**src/hdl/fp8c_pkg.sv**
```systemverilog
// package: shared constants for the fp8 e4m3 converter
`timescale 1ns / 1ps
package fp8c_pkg;
  localparam logic REQ_ENCODE = 1'b0;
  localparam logic REQ_DECODE = 1'b1;
  localparam logic [30:0] F32_INF_MAG  = 31'h7F80_0000;
  localparam logic [30:0] F32_448_MAG  = 31'h43E0_0000;
  localparam logic [30:0] F32_TINY_MAG = 31'h3B00_0000;
  localparam logic [6:0]  CODE_MAX_MAG = 7'h7E;
  // encode exponent: field = e - 120, clamped to 0..15
  localparam logic [7:0]  EXP_LO = 8'd120;
  localparam logic [7:0]  EXP_HI = 8'd135;
endpackage

```
**src/hdl/fp8c_if.sv**
```systemverilog
// interfaces: request and result channels
`timescale 1ns / 1ps
interface fp8c_req_if;
  logic        valid;
  logic        ready;
  logic        req_type;
  logic [31:0] float_in;
  logic [7:0]  code_in;
  modport source (output valid, req_type, float_in, code_in, input ready);
  modport sink (input valid, req_type, float_in, code_in, output ready);
endinterface

interface fp8c_rsp_if;
  logic        valid;
  logic        ready;
  logic [7:0]  code_out;
  logic [31:0] float_out;
  modport source (output valid, code_out, float_out, input ready);
  modport sink (input valid, code_out, float_out, output ready);
endinterface

```
**src/hdl/fp8_e4m3_converter.sv**
```systemverilog
// top level: float32 <-> fp8 e4m3 converter
//   channel | dir | payload
//   in_     | in  | req_type, float_in[31:0], code_in[7:0]
//   out_    | out | code_out[7:0], float_out[31:0]
// one word per cycle unless the result is not taken; each word passes
// through one input register stage plus one result register
// rst_n synchronous active low clears valid flags
// in.ready drops only when both stages hold words and the result is not taken
`timescale 1ns / 1ps
module fp8_e4m3_converter
  import fp8c_pkg::*;
(
  input logic clk,
  input logic rst_n,
  fp8c_req_if.sink   in_ch,
  fp8c_rsp_if.source out_ch
);
  logic        in_vld_r;
  logic        req_r;
  logic [31:0] fin_r;
  logic [7:0]  cin_r;
  logic        out_vld_r;
  logic [7:0]  code_r, code_nxt;
  logic [31:0] flt_r, flt_nxt;
  logic        adv, take;

  logic [30:0] mag;
  logic        sgn;
  logic [7:0]  ex;
  logic [3:0]  ef;

  assign adv  = !out_vld_r || out_ch.ready;   // result stage free
  assign take = !in_vld_r || adv;             // input stage free
  assign in_ch.ready = take;

  always_comb begin
    mag = fin_r[30:0];
    sgn = fin_r[31];
    ex  = fin_r[30:23];
    if (ex <= EXP_LO)      ef = 4'd0;
    else if (ex >= EXP_HI) ef = 4'd15;
    else                   ef = 4'(ex - EXP_LO);
    code_nxt = 8'd0;
    flt_nxt  = 32'd0;
    if (req_r == REQ_ENCODE) begin
      if (mag > F32_INF_MAG)        code_nxt = {1'b0, CODE_MAX_MAG};
      else if (mag >= F32_448_MAG)  code_nxt = {sgn, CODE_MAX_MAG};
      else if (mag == 31'd0)        code_nxt = 8'd0;
      else if (mag < F32_TINY_MAG)  code_nxt = {sgn, 7'd0};
      else                          code_nxt = {sgn, ef, fin_r[22:20]};
    end else if (cin_r != 8'd0) begin
      flt_nxt = {cin_r[7], 8'({4'd0, cin_r[6:3]} + EXP_LO), cin_r[2:0], 20'd0};
    end
  end

  always_ff @(posedge clk) begin
    if (!rst_n) begin
      in_vld_r  <= 1'b0;
      out_vld_r <= 1'b0;
    end else begin
      if (take) in_vld_r <= in_ch.valid;
      if (adv) out_vld_r <= in_vld_r;
    end
    if (take && in_ch.valid) begin
      req_r <= in_ch.req_type;
      fin_r <= in_ch.float_in;
      cin_r <= in_ch.code_in;
    end
    if (adv && in_vld_r) begin
      code_r <= code_nxt;
      flt_r  <= flt_nxt;
    end
  end

  assign out_ch.valid     = out_vld_r;
  assign out_ch.code_out  = code_r;
  assign out_ch.float_out = flt_r;

  a_hold: assert property (@(posedge clk) disable iff (!rst_n)
    out_vld_r && !out_ch.ready |=> out_vld_r && $stable(code_r) && $stable(flt_r))
    else $error("result changed while stalled");
  a_enc_zero_flt: assert property (@(posedge clk) disable iff (!rst_n)
    adv && in_vld_r && req_r == REQ_ENCODE |=> flt_r == 32'd0)
    else $error("encode gave nonzero float");
  a_dec_zero_code: assert property (@(posedge clk) disable iff (!rst_n)
    adv && in_vld_r && req_r == REQ_DECODE |=> code_r == 8'd0)
    else $error("decode gave nonzero code");
  a_no_drop: assert property (@(posedge clk) disable iff (!rst_n)
    in_vld_r && !adv |=> in_vld_r && $stable(fin_r) && $stable(cin_r))
    else $error("pending word lost");
endmodule
```
**src/flat_wrapper.sv**
```systemverilog
// flat-port wrapper written by rule: the top's interface ports become plain ports
module fp8_e4m3_converter_flat import fp8c_pkg::*;
  (clk, rst_n, in_ch_valid, in_ch_req_type, in_ch_float_in, in_ch_code_in, in_ch_ready, out_ch_valid, out_ch_code_out, out_ch_float_out, out_ch_ready);
  fp8c_req_if in_ch_i ();
  fp8c_rsp_if out_ch_i ();
  input logic clk;
  input logic rst_n;
  input wire logic [$bits(in_ch_i.valid)-1:0] in_ch_valid;
  input wire logic [$bits(in_ch_i.req_type)-1:0] in_ch_req_type;
  input wire logic [$bits(in_ch_i.float_in)-1:0] in_ch_float_in;
  input wire logic [$bits(in_ch_i.code_in)-1:0] in_ch_code_in;
  output wire logic [$bits(in_ch_i.ready)-1:0] in_ch_ready;
  output wire logic [$bits(out_ch_i.valid)-1:0] out_ch_valid;
  output wire logic [$bits(out_ch_i.code_out)-1:0] out_ch_code_out;
  output wire logic [$bits(out_ch_i.float_out)-1:0] out_ch_float_out;
  input wire logic [$bits(out_ch_i.ready)-1:0] out_ch_ready;
  assign in_ch_i.valid = in_ch_valid;
  assign in_ch_i.req_type = in_ch_req_type;
  assign in_ch_i.float_in = in_ch_float_in;
  assign in_ch_i.code_in = in_ch_code_in;
  assign in_ch_ready = in_ch_i.ready;
  assign out_ch_valid = out_ch_i.valid;
  assign out_ch_code_out = out_ch_i.code_out;
  assign out_ch_float_out = out_ch_i.float_out;
  assign out_ch_i.ready = out_ch_ready;
  fp8_e4m3_converter u_core (.clk(clk), .rst_n(rst_n), .in_ch(in_ch_i), .out_ch(out_ch_i));
endmodule
```
**config.mk**
```make
export PLATFORM = sky130hd
export DESIGN_NAME = fp8_e4m3_converter_flat
export DESIGN_NICKNAME = d
export VERILOG_FILES = /design/src/hdl/fp8c_pkg.sv /design/src/hdl/fp8c_if.sv /design/src/hdl/fp8_e4m3_converter.sv /design/src/flat_wrapper.sv
export SDC_FILE = /design/constraint.sdc
export NUM_CORES = 1
export LEC_CHECK = 0
export BUFFER_PORTS_ARGS = -buffer_cell sky130_fd_sc_hd__buf_2
export CELL_PAD_IN_SITES_DETAIL_PLACEMENT = 1
export CELL_PAD_IN_SITES_GLOBAL_PLACEMENT = 1
export CORE_MARGIN = 4
export CORE_UTILIZATION = 42
export CTS_CLUSTER_SIZE = 24
export DETAILED_ROUTE_END_ITERATION = 10
export HOLD_SLACK_MARGIN = 0.05
export PLACE_DENSITY_LB_ADDON = 0.2
export SLEW_MARGIN = 40
export SYNTH_ARGS = -nofsm -noshare
export SYNTH_HDL_FRONTEND = slang
export SYNTH_SLANG_ARGS = --single-unit
```
**constraint.sdc**
```tcl
create_clock -name clk -period 5.3 [get_ports clk]
set_input_delay 1.06 -clock clk [delete_from_list [all_inputs] [get_ports clk]]
set_output_delay 1.06 -clock clk [all_outputs]
set_load 0.03 [all_outputs]
```
* Yosys cells after proc, flatten, opt, wreduce, memory -nomap -nowiden *
Cells that the tools add are included.
W data, S select, Z words.

word-level totals
  bits in registers = 83
  output and inout bits = 42
  logic and storage cells = 34

cells by class
  $add $sub $neg = 2
  $lt $le $gt $ge = 5
  muxes and demuxes = 6
  reduce and logical (&&, ||, !) cells = 11

operator list
  kind                    number
  $ge A31 B31 Y1 const B  1
  $gt A31 B31 Y1 const B  1
  $logic_not A31 Y1       1
  $lt A31 B30 Y1 const B  1
  $mux W8                 2
  $mux W7                 2
  $add A4 B7 Y8 const B   1
  $ge A8 B8 Y1 const B    1
  $le A8 B7 Y1 const B    1
  $mux W4                 2
  $reduce_bool A8 Y1      1
  $reduce_or A5 Y1        1
  $sub A4 B4 Y4 const B   1
  $logic_and A1 B1 Y1     2
  $logic_not A1 Y1        2
  $logic_or A1 B1 Y1      2
  $reduce_and A2 Y1       1
  $reduce_or A2 Y1        1

* Longest topological paths before layout *
  depth after elaboration = 7
  mapped depth = 4
  gate-level depth less buffers = 4

* Least setup slack after synthesis *
OpenSTA, ideal clock, no wires.

  path kind = input to register
  start = input port out_ch_ready
  end = register u_core.cin_r[0] (enable)
  library setup time = 402 ps
  data arrival time = 2422 ps
  data required time = 4898 ps
  setup slack = 2476 ps
  stages on the path = 3
  path buffers = 0
  cell sequence = nor2b_1 -> nand2_1 -> and2_1

between the ends
  word-level cells in the longest chain between the ends = 3

ends and longest elaborated chain
  what                  line                      text
  from (decl)           flat_wrapper.sv:16        input wire logic [$bits(out_ch_i.ready)-1:0] out_ch_ready;
  $logic_or A1 B1 Y1    fp8_e4m3_converter.sv:32  assign adv = !out_vld_r || out_ch.ready;
  $logic_or A1 B1 Y1    fp8_e4m3_converter.sv:33  assign take = !in_vld_r || adv;
  net in_ch_ready       flat_wrapper.sv:12        output wire logic [$bits(in_ch_i.ready)-1:0] in_ch_ready;
  $logic_and A1 B1 Y1   fp8_e4m3_converter.sv:64  if (take && in_ch.valid) begin
  to (signal assigned)  fp8_e4m3_converter.sv:67  cin_r <= in_ch.code_in;
  to (decl)             fp8_e4m3_converter.sv:21  logic [7:0] cin_r;

The timed path passes the listed nets, and every way through them passes these cells.
A chain may end at the register's enable or synchronous reset.

* Final worst setup path *
  start = input port out_ch_ready
  end = output port in_ch_ready

between the ends
  word-level cells in the longest chain between the ends = 2

ends and longest elaborated chain
  what                line
  $logic_or A1 B1 Y1  fp8_e4m3_converter.sv:32
  $logic_or A1 B1 Y1  fp8_e4m3_converter.sv:33
  to (decl)           flat_wrapper.sv:12

No other way between the ends.

==> run metrics <==
vias per inst=~4.7; cts hold-fix bufs=0; first-pass GRT wire length=6.341 mm; CTS H-tree depth=3; post-route ant nets=0; worst path arrival time=1.68 ns; Fillers=545; buffers added on ports=66; critical path's slowest cell=nor2b_1; register area share after synthesis=76.68%; Synth Instances=140; hold crit path type=reg2reg; max_slew headroom=65.42%; leakage=1.092 nW; Max Clock Freq=364.9 MHz; peak supply drop=165.2 µV; CTS buffer count=9; Post CTS Setup Buffer Count=0; capturing point of the worst reg2reg path=u_core.out_ch.code_out[7]; hold_ws=0.5246 ns; multi-input gate area in the final layout=435.4 µm²; Clock Path Buffers=2; crit path time final=around 2.7 ns; Layout Skew=just under 0.006 ns; register area=0.001782 mm²; synthesized area=0.002323 mm²; Starting Density=44.36%; drt pass-1 iters=4; WHS Endpoint=u_core.out_ch.valid; post-cts sizing count=0; Clock Sinks=60; RSZ-0062 raised after global routing=no; Design Area, Final=between 0.002 and 0.003 mm²; total track usage=13.29%; hold depth=1; vias in the first global route=1380; grt peak-use layer=met2; P_int=roughly 0.73 mW; routability cong.=0.7070; GR Util met1=14.69%; dpl ws=2.558 ns; via count=approximately 1.3k; Synth top area share=74.96%; placed cell area=0.002645 mm²; CTS tree=built; CP Capture Type=primary output; die width=82.38 µm; Avg WL per Cell=~15 µm; Finished Layout Cells=~290; met2 Use GR=a little over a fifth; most frequent CP cell=buf_2; outcome=completed; Hold Startpoint=u_core.in_vld_r; site row count=26; critical path peak fanout=4; cell count after placement=~270; sw frac=approximately a quarter; initial antenna violation count=0; most common cell after layout, fill and taps aside=buf_2; Area growth, synth to finish=20.14%; Ports=just under 90; max cap viols=0; Mapped Avg Cell Area=16.60 µm²; Final Power=0.9627 mW; FF-to-FF path depth=4; NetSw=0.2279 mW; slew at the pin with the worst max-slew slack=0.5186 ns; R2R Setup Slk=between 3 and 4 ns; Final Setup Violations=0; final wirelength=between 4 and 5 mm; Max Transition Viols Final=0; Synth warnings=0; register bit total from synthesis=60; PD cells=344.9 mW/mm²; Final Hold Vio Count=0; largest net degree at the start of global routing=42; Layout Utilization=53.30%; # DRC=0; Core Box Area=between 0.005 and 0.006 mm²; diode count=0; logic gate share of total power=8.8%; CP cell instances=buf_2, nor2b_1, nand2_1, buf_2; Setup crit start kind=input pin; clock group share of total power=32.5%; WP data required=4.24 ns; DIE AREA=0.006786 mm²; grt met3 use=just over 5%; Final period util=between 50% and 60%; origin of the critical flop-to-flop path=u_core.fin_r[26]; cell accounting for the most synthesized area=edfxtp_1; final worst slack=around 2.6 ns; ranking of synthesized cells by area=edfxtp_1 75%, buf_4 7.4%, and2_1 2.4%, nor4_1 2.2%, dfxtp_1 1.7%; Crit path largest cell delay=0.22 ns; worst skew pair latency=0.32 ns; Synth cell types=25; Detailed Route Iter0 Violations=between 90 and 100; final setup TNS=0 ns; die height=82.38 µm; layout cells sized above 1=38.43%; total grt overflow=0; Clock Pin Slew Worst Setup and Hold Paths=0.06 ns; Setup CP Type=in2out; clock root buffer master=clkbuf_8; Reg power frac=58.7%; Final nets=258; most frequent cells in the layout=66 x buf_2, 58 x edfxtp_1, 20 x conb_1, 9 x clkbuf_8
metal layers:
metal | vias to the layer above | share of wire, %
met3 | 8 | 10
met5 | - | 0
li1 | 629 | -
met1 | 622 | 38
met2 | 72 | 50
met4 | 0 | 2.1
synthesized netlist by cell type:
cell and n:
or4_1 1, buf_4 23, nor2b_1 5, and2_1 9, nor3_1 4, inv_1 1
nor4bb_1 1, a21oi_1 5, nand4_1 2, dfxtp_1 2, nand2_1 4, nor4_1 8
o21ai_0 2, nand3_1 1, o31ai_2 1, conb_1 1, o41ai_4 1, clkbuf_1 1
nor4bb_2 1, nor2_1 3, nor3b_1 1, o21bai_1 1, o21a_1 3, edfxtp_1 58
and4_2 1
power by group through the flow:
stage / Clock (mW) / Sequential [mW] / Combinational [mW]
after floorplan: 0 / 0.586 / 0.0543
after global routing: 0.344 / 0.568 / 0.0920
after CTS: 0.321 / 0.566 / 0.0850
after detailed placement: 0 / 0.576 / 0.0848
final: 0.313 / 0.566 / 0.0845
after global placement: 0 / 0.573 / 0.0825
worst max-delay path: cells and delay by family:
kind / cells / cell delay, ns
buf+inv: 2 / 0.28
simple gates: 2 / 0.34
cell families after synthesis:
| kind of cell | share of synthesized area (%) |
|---|---|
| flip-flops | 76.68 |
| other | 0.1614 |
| buffers and inverters | 7.754 |
| AO/OA/AOI/OAI | 4.523 |
| AND/OR/NAND/NOR | 10.88 |
state kept, by name, summed over array words and instances, names as in the netlist:
| name | flops |
|---|---|
| u_core.out_ch.code_out | 8 |
| u_core.out_ch.float_out | 9 |
| u_core.req_r | 1 |
| u_core.in_vld_r | 1 |
| u_core.out_ch.valid | 1 |
| u_core.fin_r | 32 |
| u_core.cin_r | 8 |
how the worst max path moves through the flow:
| stage | endpoint | cells after the start | from | slack [ns] |
|---|---|---|---|---|
| after detailed placement | in_ch_ready | 4 | out_ch_ready | 2.56 |
| final | in_ch_ready | 4 | out_ch_ready | 2.56 |
| after global routing | in_ch_ready | 4 | out_ch_ready | 2.50 |
| after global placement | in_ch_ready | 4 | out_ch_ready | 2.62 |
| after floorplan | u_core.cin_r[0] | 3 | out_ch_ready | 2.48 |
| after CTS | in_ch_ready | 4 | out_ch_ready | 2.56 |
final cells by class:
| class | instances | share of cell area [%] |
|---|---|---|
| repair buffers | 67 | 12.10 |
| flip-flops and latches | 60 | 63.83 |
| well taps | 70 | 3.138 |
| multi-input cells | 74 | 15.60 |
| clock buffers | 9 | 4.437 |
| inverters | 1 | 0.1345 |
| clock inverters | 5 | 0.7620 |
(Power assumes the default switching activity.)
